<file path="src/dbs_pkg.sv">
// Shared types and constants of the drawbridge sequencer.
// No dependencies; used by every module of the block.
package dbs_pkg;

	localparam int unsigned PosW    = 16;
	localparam int unsigned StepW   = 10;
	localparam int unsigned TicksW  = 8;
	localparam int unsigned WaitW   = 12;
	localparam int unsigned CfgIdxW = 3;

	localparam logic [PosW-1:0]   OpenPosReset   = 16'd2999;
	localparam logic [PosW-1:0]   ClosedPosReset = 16'd949;
	localparam logic [StepW-1:0]  StepSizeReset  = 10'd10;
	localparam logic [TicksW-1:0] StepTicksReset = 8'd5;
	localparam logic [WaitW-1:0]  WarnWaitReset  = 12'd1500;
	localparam logic [WaitW-1:0]  SettleReset    = 12'd50;

	// register indexes on the configuration port
	localparam logic [CfgIdxW-1:0] REG_OPEN_POS   = 3'd0;
	localparam logic [CfgIdxW-1:0] REG_CLOSED_POS = 3'd1;
	localparam logic [CfgIdxW-1:0] REG_STEP_SIZE  = 3'd2;
	localparam logic [CfgIdxW-1:0] REG_STEP_TICKS = 3'd3;
	localparam logic [CfgIdxW-1:0] REG_WARN_WAIT  = 3'd4;
	localparam logic [CfgIdxW-1:0] REG_SETTLE     = 3'd5;

	typedef enum logic [3:0] {
		PH_IDLE     = 4'd0,
		PH_CONFIRM1 = 4'd1,
		PH_WARN     = 4'd2,
		PH_CLOSE    = 4'd3,
		PH_RAISE    = 4'd4,
		PH_FAR_LOW  = 4'd5,
		PH_SETTLE   = 4'd6,
		PH_FAR_HIGH = 4'd7,
		PH_CONFIRM2 = 4'd8,
		PH_LOWER    = 4'd9,
		PH_OPEN     = 4'd10,
		PH_END      = 4'd11
	} phase_t;

	typedef struct packed {
		logic [PosW-1:0]   open_pos;
		logic [PosW-1:0]   closed_pos;
		logic [StepW-1:0]  step_size;
		logic [TicksW-1:0] step_ticks;
		logic [WaitW-1:0]  warn_wait;
		logic [WaitW-1:0]  settle;
	} cfg_t;

	typedef struct packed {
		phase_t           phase;
		logic             far_is_b;
		logic [WaitW-1:0] wait_count;
		logic [PosW-1:0]  servo;
		logic             motor_up;
		logic             motor_down;
		logic             frozen;
		logic             last_emerg;
	} seq_state_t;

	typedef struct packed {
		logic sensor_a;
		logic sensor_b;
		logic limit_lower;
		logic limit_upper;
		logic confirm_button;
		logic resume_button;
		logic emergency_pin;
	} tick_t;

	typedef struct packed {
		logic            motor_raise;
		logic            motor_lower;
		logic            confirm_lamp;
		logic            boat_green;
		logic            boat_red;
		logic [PosW-1:0] barrier_position;
		logic            barrier_drive;
		logic            warning_blink;
		logic            halted;
	} result_t;

endpackage

</file>
<file path="src/dbs_cfg.sv">
// Configuration register file of the drawbridge sequencer.
// Depends on dbs_pkg for register indexes, widths and reset values.
module dbs_cfg (
	input  logic                         clk,
	input  logic                         arst_n,
	input  logic                         cfg_write,
	input  logic [dbs_pkg::CfgIdxW-1:0]  cfg_index,
	input  logic [dbs_pkg::PosW-1:0]     cfg_data,
	output dbs_pkg::cfg_t                cfg
);
	import dbs_pkg::*;

	cfg_t cfg_q;

	always_ff @(posedge clk or negedge arst_n) begin
		if (!arst_n) begin
			cfg_q.open_pos   <= OpenPosReset;
			cfg_q.closed_pos <= ClosedPosReset;
			cfg_q.step_size  <= StepSizeReset;
			cfg_q.step_ticks <= StepTicksReset;
			cfg_q.warn_wait  <= WarnWaitReset;
			cfg_q.settle     <= SettleReset;
		end else if (cfg_write) begin
			case (cfg_index)
				REG_OPEN_POS:   cfg_q.open_pos   <= cfg_data;
				REG_CLOSED_POS: cfg_q.closed_pos <= cfg_data;
				REG_STEP_SIZE:  cfg_q.step_size  <= cfg_data[StepW-1:0];
				REG_STEP_TICKS: cfg_q.step_ticks <= cfg_data[TicksW-1:0];
				REG_WARN_WAIT:  cfg_q.warn_wait  <= cfg_data[WaitW-1:0];
				REG_SETTLE:     cfg_q.settle     <= cfg_data[WaitW-1:0];
				default: ;
			endcase
		end
	end

	assign cfg = cfg_q;

endmodule

</file>
<file path="src/dbs_step.sv">
// One-tick update of the sequencer: next phase, timers, ramp and result item.
// Depends on dbs_pkg; purely combinational.
module dbs_step (
	input  dbs_pkg::cfg_t       cfg,
	input  dbs_pkg::seq_state_t cur,
	input  dbs_pkg::tick_t      tick,
	output dbs_pkg::seq_state_t nxt,
	output dbs_pkg::result_t    result
);
	import dbs_pkg::*;

	logic              far_level;
	logic              wait_end;
	logic [WaitW-1:0]  wait_dec;
	logic [StepW-1:0]  step;
	logic [PosW:0]     close_floor;
	logic              close_more;
	logic [PosW:0]     open_next;
	logic              open_more;
	logic              edge_seen;
	logic              green;

	always_comb begin
		far_level   = cur.far_is_b ? tick.sensor_b : tick.sensor_a;
		wait_end    = (cur.wait_count <= WaitW'(1));
		wait_dec    = cur.wait_count - WaitW'(1);
		step        = (cfg.step_size == '0) ? StepW'(1) : cfg.step_size;
		close_floor = {1'b0, cfg.closed_pos} + (PosW+1)'(step);
		close_more  = ({1'b0, cur.servo} >= close_floor);
		open_next   = {1'b0, cur.servo} + (PosW+1)'(step);
		open_more   = (open_next <= {1'b0, cfg.open_pos});
		edge_seen   = (tick.emergency_pin != cur.last_emerg);
	end

	always_comb begin
		nxt = cur;
		nxt.last_emerg = tick.emergency_pin;
		if (cur.frozen) begin
			if (!tick.resume_button)
				nxt.frozen = 1'b0;
		end else if (edge_seen) begin
			nxt.motor_up   = 1'b0;
			nxt.motor_down = 1'b0;
			nxt.frozen     = 1'b1;
		end else begin
			case (cur.phase)
				PH_CONFIRM1: begin
					if (!tick.confirm_button) begin
						nxt.wait_count = cfg.warn_wait;
						nxt.phase      = PH_WARN;
					end
				end
				PH_WARN: begin
					if (wait_end) begin
						nxt.wait_count = '0;
						if (cfg.open_pos >= cfg.closed_pos) begin
							nxt.servo      = cfg.open_pos;
							nxt.wait_count = WaitW'(cfg.step_ticks);
							nxt.phase      = PH_CLOSE;
						end else begin
							nxt.phase = PH_RAISE;
						end
					end else begin
						nxt.wait_count = wait_dec;
					end
				end
				PH_CLOSE: begin
					if (wait_end) begin
						nxt.wait_count = '0;
						if (close_more) begin
							nxt.servo      = cur.servo - PosW'(step);
							nxt.wait_count = WaitW'(cfg.step_ticks);
						end else begin
							nxt.phase = PH_RAISE;
						end
					end else begin
						nxt.wait_count = wait_dec;
					end
				end
				PH_RAISE: begin
					if (!tick.limit_upper) begin
						nxt.motor_up = 1'b0;
						nxt.phase    = PH_FAR_LOW;
					end else begin
						nxt.motor_up = 1'b1;
					end
				end
				PH_FAR_LOW: begin
					if (!far_level) begin
						nxt.wait_count = cfg.settle;
						nxt.phase      = PH_SETTLE;
					end
				end
				PH_SETTLE: begin
					if (wait_end) begin
						nxt.wait_count = '0;
						nxt.phase      = PH_FAR_HIGH;
					end else begin
						nxt.wait_count = wait_dec;
					end
				end
				PH_FAR_HIGH: begin
					if (far_level)
						nxt.phase = PH_CONFIRM2;
				end
				PH_CONFIRM2: begin
					if (!tick.confirm_button)
						nxt.phase = PH_LOWER;
				end
				PH_LOWER: begin
					if (!tick.limit_lower) begin
						nxt.motor_down = 1'b0;
						if (cfg.closed_pos <= cfg.open_pos) begin
							nxt.servo      = cfg.closed_pos;
							nxt.wait_count = WaitW'(cfg.step_ticks);
							nxt.phase      = PH_OPEN;
						end else begin
							nxt.wait_count = cfg.warn_wait;
							nxt.phase      = PH_END;
						end
					end else begin
						nxt.motor_down = 1'b1;
					end
				end
				PH_OPEN: begin
					if (wait_end) begin
						nxt.wait_count = '0;
						if (open_more) begin
							nxt.servo      = open_next[PosW-1:0];
							nxt.wait_count = WaitW'(cfg.step_ticks);
						end else begin
							nxt.wait_count = cfg.warn_wait;
							nxt.phase      = PH_END;
						end
					end else begin
						nxt.wait_count = wait_dec;
					end
				end
				PH_END: begin
					if (wait_end) begin
						nxt.wait_count = '0;
						nxt.phase      = PH_IDLE;
					end else begin
						nxt.wait_count = wait_dec;
					end
				end
				default: begin
					// sensor A has priority; the other sensor becomes the far one
					nxt.phase = PH_IDLE;
					if (!tick.sensor_a) begin
						nxt.far_is_b = 1'b1;
						nxt.phase    = PH_CONFIRM1;
					end else if (!tick.sensor_b) begin
						nxt.far_is_b = 1'b0;
						nxt.phase    = PH_CONFIRM1;
					end
				end
			endcase
		end
	end

	always_comb begin
		green                   = (nxt.phase >= PH_FAR_LOW) && (nxt.phase <= PH_CONFIRM2);
		result.motor_raise      = nxt.motor_up;
		result.motor_lower      = nxt.motor_down;
		result.confirm_lamp     = (nxt.phase == PH_CONFIRM1) || (nxt.phase == PH_CONFIRM2);
		result.boat_green       = green;
		result.boat_red         = !green;
		result.barrier_position = nxt.servo;
		result.barrier_drive    = (nxt.phase == PH_CLOSE) || (nxt.phase == PH_OPEN);
		result.warning_blink    = (nxt.phase >= PH_WARN) && (nxt.phase <= PH_END);
		result.halted           = nxt.frozen;
	end

endmodule

</file>
<file path="src/drawbridge_sequencer_core.sv">
// Top level of the drawbridge sequencer: input stage, sequencer state, result stage.
// Depends on dbs_pkg, dbs_cfg and dbs_step.
//
//  channel   direction  handshake                 payload
//  tick      in         tick_valid / tick_stall   tick   (dbs_pkg::tick_t)
//  result    out        result_valid/result_stall result (dbs_pkg::result_t)
//  cfg       in         cfg_write                 cfg_index, cfg_data
//
// One tick per cycle sustained while result_stall is low; each tick is taken into the input
// register, then the state update writes its result into the result register.
// Reset puts the sequence in idle with the barrier at the open position and the state
// and configuration registers at their default values.
// A stalled result holds the input register, and tick_stall rises only then.
module drawbridge_sequencer_core (
	input  logic                        clk,
	input  logic                        arst_n,
	input  logic                        tick_valid,
	output logic                        tick_stall,
	input  dbs_pkg::tick_t              tick,
	output logic                        result_valid,
	input  logic                        result_stall,
	output dbs_pkg::result_t            result,
	input  logic                        cfg_write,
	input  logic [dbs_pkg::CfgIdxW-1:0] cfg_index,
	input  logic [dbs_pkg::PosW-1:0]    cfg_data
);
	import dbs_pkg::*;

	cfg_t       cfg;
	seq_state_t state_q;
	seq_state_t state_nxt;
	result_t    result_nxt;
	tick_t      tick_s1;
	logic       valid_s1;
	logic       advance;
	result_t    result_s2;
	logic       valid_s2;

	dbs_cfg u_cfg (
		.clk       (clk),
		.arst_n    (arst_n),
		.cfg_write (cfg_write),
		.cfg_index (cfg_index),
		.cfg_data  (cfg_data),
		.cfg       (cfg)
	);

	dbs_step u_step (
		.cfg    (cfg),
		.cur    (state_q),
		.tick   (tick_s1),
		.nxt    (state_nxt),
		.result (result_nxt)
	);

	assign advance    = valid_s1 && (!valid_s2 || !result_stall);
	assign tick_stall = valid_s1 && !advance;

	always_ff @(posedge clk or negedge arst_n) begin
		if (!arst_n)
			valid_s1 <= 1'b0;
		else if (!tick_stall)
			valid_s1 <= tick_valid;
	end

	always_ff @(posedge clk) begin
		if (!tick_stall && tick_valid)
			tick_s1 <= tick;
	end

	// commit the state only when the transaction moves into the result stage
	always_ff @(posedge clk or negedge arst_n) begin
		if (!arst_n) begin
			state_q.phase      <= PH_IDLE;
			state_q.far_is_b   <= 1'b0;
			state_q.wait_count <= '0;
			state_q.servo      <= OpenPosReset;
			state_q.motor_up   <= 1'b0;
			state_q.motor_down <= 1'b0;
			state_q.frozen     <= 1'b0;
			state_q.last_emerg <= 1'b0;
		end else if (advance) begin
			state_q <= state_nxt;
		end
	end

	always_ff @(posedge clk or negedge arst_n) begin
		if (!arst_n)
			valid_s2 <= 1'b0;
		else if (advance)
			valid_s2 <= 1'b1;
		else if (!result_stall)
			valid_s2 <= 1'b0;
	end

	always_ff @(posedge clk) begin
		if (advance)
			result_s2 <= result_nxt;
	end

	assign result_valid = valid_s2;
	assign result       = result_s2;

endmodule

</file>
<file path="config.mk">
export PLATFORM = sky130hd
export DESIGN_NAME = drawbridge_sequencer_core
export DESIGN_NICKNAME = d
export VERILOG_FILES = /design/src/dbs_pkg.sv /design/src/dbs_cfg.sv /design/src/dbs_step.sv /design/src/drawbridge_sequencer_core.sv
export SDC_FILE = /design/constraint.sdc
export NUM_CORES = 1
export LEC_CHECK = 0
export ABC_AREA = 0
export ABC_CLOCK_PERIOD_IN_PS = 5950
export BUFFER_PORTS_ARGS = -buffer_cell sky130_fd_sc_hd__buf_2
export CAP_MARGIN = 20
export CORE_UTILIZATION = 45
export DETAILED_ROUTE_END_ITERATION = 10
export PLACE_DENSITY = 0.69
export SLEW_MARGIN = 20
export SYNTH_ARGS = -nofsm -noshare
export SYNTH_HDL_FRONTEND = slang
export SYNTH_SLANG_ARGS = --single-unit
</file>
<file path="constraint.sdc">
create_clock -name clk -period 5.95 [get_ports clk]
set_input_delay 1.4875 -clock clk [delete_from_list [all_inputs] [get_ports clk]]
set_output_delay 1.4875 -clock clk [all_outputs]
set_load 0.05 [all_outputs]
</file>
==> PnR_summary.wiki, run 1 <==
{| class="wikitable"
! Metric !! Value
|-
| P per Cell Area || 470 mW/mm^2
|-
| Status || finished, final reports clean
|-
| Number of fill cells in the layout || 2086
|-
| GRT overflow || 0
|-
| Mean instance size in the synthesized netlist || 8.90 sq um
|-
| Fraction of the core area covered by cells at the end of the flow || 0.520
|-
| Relative slew slack || 0.400
|-
| Fraction of registers with async set or reset after synthesis || 0.785
|-
| Critical Path RT || 6140 ps
|-
| Primary flip-flop cell chosen by synthesis mapping || sky130_fd_sc_hd__dfrtp_1
|-
| Peak VDD IR || 198 uV
|-
| Signal arrival time at the worst endpoint || 5730 ps
|-
| Number of maximum-capacitance constraint violations || 0
|-
| CTS tree || done
|-
| Longest Clk Path Bufs || 2
|-
| Horizontal die dimension || 153 um
|-
| Synthesized cell area || 0.0103 sq mm
|-
| Kind of end point of the critical path || register
|-
| Final Max Tran Viols || 0
|-
| Critical Path Start Type || register
|-
| Cell variety after synth || 80
|-
| Count of flip-flops with a built-in enable after synthesis || 31
|-
| Via/cell ratio || 6.17
|-
| Clock buffers created by TritonCTS || 17
|-
| Number of design-rule violations left by the first detailed-router iteration || 883
|-
| Port bufs || 56
|-
| Placer Congestion || 1.01
|-
| Final setup slack of the worst path || 410 ps
|-
| Starting Density || 0.464
|-
| Path type of the worst setup path || register to register
|-
| Yosys warning count || 0
|-
| Final setup vio count || 0
|-
| Total area of sequential cells || 0.00381 sq mm
|-
| Overall global routing resource usage || 0.261
|-
| Worst-case clock skew || 11.6 ps
|-
| Vias after detailed routing || 9186
|-
| Worst-path clk slew || 70 ps
|-
| Die Span Y || 153 um
|-
| Clock tree root buffer cell || sky130_fd_sc_hd__clkbuf_16
|-
| Static leakage || 4.79 nW
|-
| Sink Count || 144
|-
| Number of placement rows || 54
|-
| Proportion of layout cells with a drive suffix above 1 || 0.174
|-
| Total negative setup slack || 0 ps
|-
| Max Fanout on Critical Path || 5
|-
| Final number of hold-violating endpoints || 0
|-
| Cell count after placement || 1456
|-
| DRT antenna net count || 0
|-
| Transition time at the pin with the least slew margin || 893 ps
|-
| Number of detailed-routing iterations run before antenna repair || 6
|-
| Post-synthesis to final-layout area growth || 12.1%
|-
| Final cycle utilization of the critical path || 0.931
|-
| Count of state elements after synthesis || 144
|-
| Wire length of the first global-routing pass || 47700 um
|-
| Floorplan die area || 0.0234 sq mm
|-
| Sum of net half-perimeters after detailed placement || 22600 um
|-
| Finished Layout Cells || 1489
|-
| Largest net degree at the start of global routing || 66
|-
| Path type of the worst min-delay path || register to register
|-
| Total area of multi-input combinational cells || 0.00599 sq mm
|-
| I/O pin cnt || 57
|-
| Clk Latency, worst-skew pair || 430 ps
|-
| Unrepaired setup endpoints after global routing || false
|-
| Maximum frequency from static timing analysis || 181 MHz
|-
| Max H-tree Level || 4
|-
| Routed wire length || 29600 um
|-
| Routed wirelength normalized by instance count || 19.9 um
|-
| Number of global-route vias before repair || 8718
|-
| Count of mapped cells out of synthesis || 1153
|-
| Remaining routing DRC violations || 0
|-
| Core box area || 0.0221 sq mm
|-
| Antenna violations before repair || 0
|-
| Final worst path period need || 5540 ps
|-
| Sequential fraction of the synthesis area || 0.371
|-
| Count of inserted antenna diode cells || 0
|-
| Number of nets produced by synthesis || 1267
|-
| Final Net Count || 1310
|-
| Post-placement worst setup slack || 213 ps
|}
-- through the flow --
stage,area (sq um),power [mW],hold slack (ps)
detailed placement,10900,4.25,469
floorplan,10300,3.55,446
CTS,11500,5.36,487
global route,11500,5.80,514
finish,11500,5.40,492
global placement,10900,4.20,462
-- final cells by class --
cell class	count	area share
Clock buffer	17	0.0370
Multi-Input combinational cell	881	0.521
Tap cell	280	0.0305
Inverter	73	0.0238
Timing Repair Buffer	79	0.0399
Clock inverter	15	0.0162
Sequential cell	144	0.331
-- worst max-delay path: stages, from the launching register on --
cell and delay [ps]:
sky130_fd_sc_hd__dfstp_2 590, sky130_fd_sc_hd__nor3_1 90, sky130_fd_sc_hd__a41o_1 290, sky130_fd_sc_hd__ha_1 220, sky130_fd_sc_hd__fa_1 420, sky130_fd_sc_hd__a211oi_1 370
sky130_fd_sc_hd__o21ai_0 230, sky130_fd_sc_hd__a41oi_1 440, sky130_fd_sc_hd__nor3_1 140, sky130_fd_sc_hd__nand3_1 130, sky130_fd_sc_hd__xnor2_1 180, sky130_fd_sc_hd__ha_1 300
sky130_fd_sc_hd__nand3_1 80, sky130_fd_sc_hd__nor2_1 70, sky130_fd_sc_hd__o311a_1 120, sky130_fd_sc_hd__a211oi_2 360, sky130_fd_sc_hd__a21o_1 230, sky130_fd_sc_hd__a41oi_1 230
sky130_fd_sc_hd__or4_1 570, sky130_fd_sc_hd__o211a_1 230
-- cells by family (layout without fill, tap and decap cells) --
family / count (synthesis) / count (layout) / share of synthesized area
flops: 144 / 144 / 0.371
xor+xnor: 34 / 34 / 0.0290
simple gates: 356 / 356 / 0.164
mux: 38 / 38 / 0.0414
compound gates: 370 / 370 / 0.243
fa+ha+maj: 83 / 83 / 0.103
buf+inv: 128 / 184 / 0.0478
-- routing by layer --
metal | track usage | vias to the layer above | part of all wire | wire (um)
li1 | - | 4332 | - | -
met1 | 0.379 | 4437 | 0.48 | 14100
met2 | 0.390 | 374 | 0.43 | 12700
met3 | 0.0408 | 43 | 0.070 | 2060
met4 | 0.0967 | 0 | 0.028 | 835
met5 | 0 | - | 0 | 0
-- layout by cell type (no fill, tap or decap), types with 12 or more instances in the layout --
cell type,synthesis,final
sky130_fd_sc_hd__o21ai_0,107,107
sky130_fd_sc_hd__buf_2,2,55
sky130_fd_sc_hd__edfxtp_1,31,31
sky130_fd_sc_hd__clkbuf_16,0,17
sky130_fd_sc_hd__a211oi_1,24,23
sky130_fd_sc_hd__nand2b_1,18,18
sky130_fd_sc_hd__mux2_2,35,35
sky130_fd_sc_hd__nor2_1,90,90
sky130_fd_sc_hd__xor2_1,15,15
sky130_fd_sc_hd__ha_1,80,80
sky130_fd_sc_hd__nor4_1,13,13
sky130_fd_sc_hd__a21oi_1,80,80
sky130_fd_sc_hd__o211ai_1,12,12
sky130_fd_sc_hd__buf_4,0,23
sky130_fd_sc_hd__dfstp_2,39,39
sky130_fd_sc_hd__nand2_1,119,119
sky130_fd_sc_hd__xnor2_1,19,19
sky130_fd_sc_hd__inv_1,73,73
sky130_fd_sc_hd__nand3_1,23,23
sky130_fd_sc_hd__nor3_1,31,29
sky130_fd_sc_hd__dfrtp_1,74,74
-- cells in the mapped netlist (all sizes together), types with 8 or more instances --
cell	number	area, sq um
ha	80	1000
dfrtp	74	1850
inv	73	274
nor3	31	155
nand2b	18	113
nor2	90	338
xor2	15	131
edfxtp	31	931
a21oi	81	409
or3	10	62.6
or2	8	50.1
a211oi	25	200
xnor2	19	166
nand2	119	447
o21ai	111	556
dfstp	39	1020
nor4	14	93.8
o211ai	12	90.1
nor2b	10	62.6
a21o	10	75.1
clkbuf	49	184
o21a	8	60.1
nand3	23	115
o22ai	10	62.6
a221o	8	80.1
a31oi	8	50.1
mux2	35	394
-- repair_timing --
item                                    CTS  global route
endpoints found under the setup margin    0            10
hold buffers                              0             0
gates resized for setup                   0             2
hold endpoints to repair                  0             0
setup buffers                             0             1
-- flip-flops by register name, indices dropped and copies added, names as in the netlist --
signal	count
valid_s1	1
result	24
state_q	37
u_cfg.cfg	74
result_valid	1
tick_s1	7
-- final timing paths --
path | startpoint | to | slack, ps | cells past startpoint
min reg2reg | state_q[3] | state_q[3] | 490 | 2
max | u_cfg.cfg[33] | result[19] | 410 | 19
min in group asynchronous | arst_n | u_cfg.cfg[61] | 1090 | 1
min | state_q[3] | state_q[3] | 490 | 2
max in group asynchronous | arst_n | state_q[33] | 3560 | 2
max reg2reg | u_cfg.cfg[33] | result[19] | 410 | 19
-- where the power goes --
part	internal [mW]	total (mW)	switching, mW
Sequential	1.34	1.68	0.340
Combinational	1.01	2.63	1.61
Clock	0.571	1.09	0.522
Power figures use the tool's default switching activity.
==> run 2, diff against run 1 <==
--- a/config.mk
+++ b/config.mk
@@ -9,9 +9,10 @@
 export ABC_CLOCK_PERIOD_IN_PS = 5950
 export BUFFER_PORTS_ARGS = -buffer_cell sky130_fd_sc_hd__buf_2
 export CAP_MARGIN = 20
-export CORE_UTILIZATION = 45
+export CORE_UTILIZATION = 58
+export CTS_BUF_LIST = sky130_fd_sc_hd__clkbuf_2 sky130_fd_sc_hd__clkbuf_4 sky130_fd_sc_hd__clkbuf_8
 export DETAILED_ROUTE_END_ITERATION = 10
-export PLACE_DENSITY = 0.69
+export PLACE_DENSITY = 0.83
 export SLEW_MARGIN = 20
 export SYNTH_ARGS = -nofsm -noshare
 export SYNTH_HDL_FRONTEND = slang
==> PnR_summary.wiki, run 2 (synthesized netlist as in run 1, its figures left out) <==
{| class="wikitable"
! Metric !! Value
|-
| Number of stages on the worst hold path || 2
|-
| Horizontal die dimension || 135 um
|-
| Final Net Count || 1306
|-
| Launch instance of the worst register-to-register path || u_cfg.cfg[33]
|-
| I/O pin cnt || 57
|-
| Peak VDD IR || 240 uV
|-
| Maximum frequency from static timing analysis || 175 MHz
|-
| Antenna violations before repair || 0
|-
| Minimum setup slack among reg-to-reg paths || 230 ps
|-
| Final Max Tran Viols || 0
|-
| Vias after detailed routing || 9367
|-
| Worst-path clk slew || 100 ps
|-
| Worst-case clock skew || 17.5 ps
|-
| Transition time at the pin with the least slew margin || 914 ps
|-
| Final setup slack of the worst path || 229 ps
|-
| Port bufs || 56
|-
| GRT overflow || 0
|-
| Routed wire length || 29900 um
|-
| Relative slew slack || 0.385
|-
| Wire length of the first global-routing pass || 47200 um
|-
| Max H-tree Level || 4
|-
| Final number of hold-violating endpoints || 0
|-
| Core box area || 0.0173 sq mm
|-
| Max Fanout on Critical Path || 5
|-
| CTS tree || done
|-
| Number of placement rows || 48
|-
| Longest Clk Path Bufs || 2
|-
| Sink Count || 144
|-
| Hold endpoint || state_q[3]
|-
| Post-placement worst setup slack || 26.7 ps
|-
| Most frequent cells in the layout || sky130_fd_sc_hd__nand2_1, sky130_fd_sc_hd__o21ai_0, sky130_fd_sc_hd__nor2_1
|-
| Overall global routing resource usage || 0.340
|-
| Clock tree root buffer cell || sky130_fd_sc_hd__clkbuf_8
|-
| Cell count after placement || 1397
|-
| Number of maximum-capacitance constraint violations || 0
|-
| Signal arrival time at the worst endpoint || 5980 ps
|-
| Number of detailed-routing iterations run before antenna repair || 9
|-
| Final worst path period need || 5720 ps
|-
| Placer Congestion || 0.986
|-
| Die Span Y || 135 um
|-
| Critical Path RT || 6210 ps
|-
| Path type of the worst min-delay path || register to register
|-
| DRT antenna net count || 0
|-
| Path type of the worst setup path || register to register
|-
| Final setup vio count || 0
|-
| Sum of net half-perimeters after detailed placement || 22000 um
|-
| Failing checks || design-rule violations
|-
| Post-synthesis to final-layout area growth || 9.19%
|-
| Finished Layout Cells || 1430
|-
| Critical Path Start Type || register
|-
| Final cycle utilization of the critical path || 0.962
|-
| Starting Density || 0.593
|-
| Most common cell after layout, fill and taps aside || sky130_fd_sc_hd__nand2_1
|-
| Count of inserted antenna diode cells || 0
|-
| Number of global-route vias before repair || 8634
|-
| Routed wirelength normalized by instance count || 20.9 um
|-
| Largest register by flop count || u_cfg.cfg
|-
| R2r worst-path depth || 19
|-
| Clk Latency, worst-skew pair || 500 ps
|-
| Number of design-rule violations left by the first detailed-router iteration || 1438
|-
| Start point of the critical path || u_cfg.cfg[33]
|-
| Kind of end point of the critical path || register
|-
| Static leakage || 4.69 nW
|-
| Remaining routing DRC violations || 1
|-
| Floorplan die area || 0.0182 sq mm
|-
| Worst reg2reg path endpoint || result[19]
|-
| Status || complete, but fails checks
|-
| Unrepaired setup endpoints after global routing || false
|-
| Via/cell ratio || 6.55
|-
| Largest register FFs || 74
|-
| Hold Startpoint || state_q[3]
|-
| P per Cell Area || 461 mW/mm^2
|-
| Number of fill cells in the layout || 1461
|-
| Clock buffers created by TritonCTS || 17
|-
| Proportion of layout cells with a drive suffix above 1 || 0.172
|-
| Largest net degree at the start of global routing || 74
|-
| Total negative setup slack || 0 ps
|}
## run 2: cell count changes in the layout (fill, tap and decap cells not counted), sizes merged
cell / change
inv: +2
clkinv: -3
buf: -4
bufinv: +1
## run 2: layer usage
layer	up-vias	share of wire	wire length [um]	track usage
li1	4327	-	-	-
met1	4393	0.42	12700	0.485
met2	566	0.43	12900	0.500
met3	81	0.10	3080	0.0597
met4	0	0.042	1250	0.162
met5	-	0	0	0
## run 2: power breakdown
part / total, mW / leakage (nW) / internal [mW] / switching [mW]
Clock: 0.821 / 0.207 / 0.352 / 0.469
Combinational: 2.66 / 2.89 / 1.01 / 1.65
Sequential: 1.68 / 1.60 / 1.33 / 0.344
Total: 5.16 / 4.69 / 2.70 / 2.46
## run 2: area by class of cell
cell class,count,area [sq um],share of cell area
sequential,144,3810,0.340
inverter,73,274,0.0245
clock buffer,17,234,0.0209
timing repair buffer,75,429,0.0383
tap,225,282,0.0251
multi-input combinational,881,6000,0.536
clock inverter,15,168,0.0150
## run 2: stage by stage
step / total power, mW / cell area, sq um / hold WS (ps) / util
6_report: 5.16 / 11200 / 501 / 0.647
5_1_grt: 5.50 / 11200 / 523 / 0.647
2_1_floorplan: 3.55 / 10300 / 446 / -
4_1_cts: 5.07 / 11200 / 507 / 0.645
3_5_place_dp: 4.25 / 10800 / 480 / 0.622
3_3_place_gp: 4.17 / 10800 / 460 / 0.622
## run 2: critical path, stage by stage (launching register included)
cell                       delay (ps)
sky130_fd_sc_hd__dfstp_2          590
sky130_fd_sc_hd__nor3_1            70
sky130_fd_sc_hd__a41o_1           280
sky130_fd_sc_hd__ha_1             220
sky130_fd_sc_hd__fa_1             430
sky130_fd_sc_hd__a211oi_1         460
sky130_fd_sc_hd__o21ai_0          250
sky130_fd_sc_hd__a41oi_1          470
sky130_fd_sc_hd__nor3_1           140
sky130_fd_sc_hd__nand3_1          120
sky130_fd_sc_hd__xnor2_1          110
sky130_fd_sc_hd__ha_1             310
sky130_fd_sc_hd__nand3_1           70
sky130_fd_sc_hd__nor2_1           220
sky130_fd_sc_hd__o311a_1          250
sky130_fd_sc_hd__a211oi_2          80
sky130_fd_sc_hd__a21oi_1          310
sky130_fd_sc_hd__o211ai_1         260
sky130_fd_sc_hd__or4_1            610
sky130_fd_sc_hd__o211a_1          230
## run 2: repair_timing
item | in CTS | in global routing
cloned | 0 | 0
buffers inserted | 0 | 1
gates resized for setup | 1 | 2
hold buffers | 0 | 0
hold endpoints to repair | 0 | 0
endpoints found under the setup margin | 1 | 16
pin swaps | 0 | 1
## run 2: worst max path at each step
| stage | to | slack, ps |
|---|---|---|
| 6_report | result[19] | 230 |
| 2_1_floorplan | result[16] | 810 |
| 3_5_place_dp | result[3] | 30 |
| 5_1_grt | result[16] | 40 |
| 4_1_cts | result[3] | 170 |
| 3_3_place_gp | result[3] | 20 |
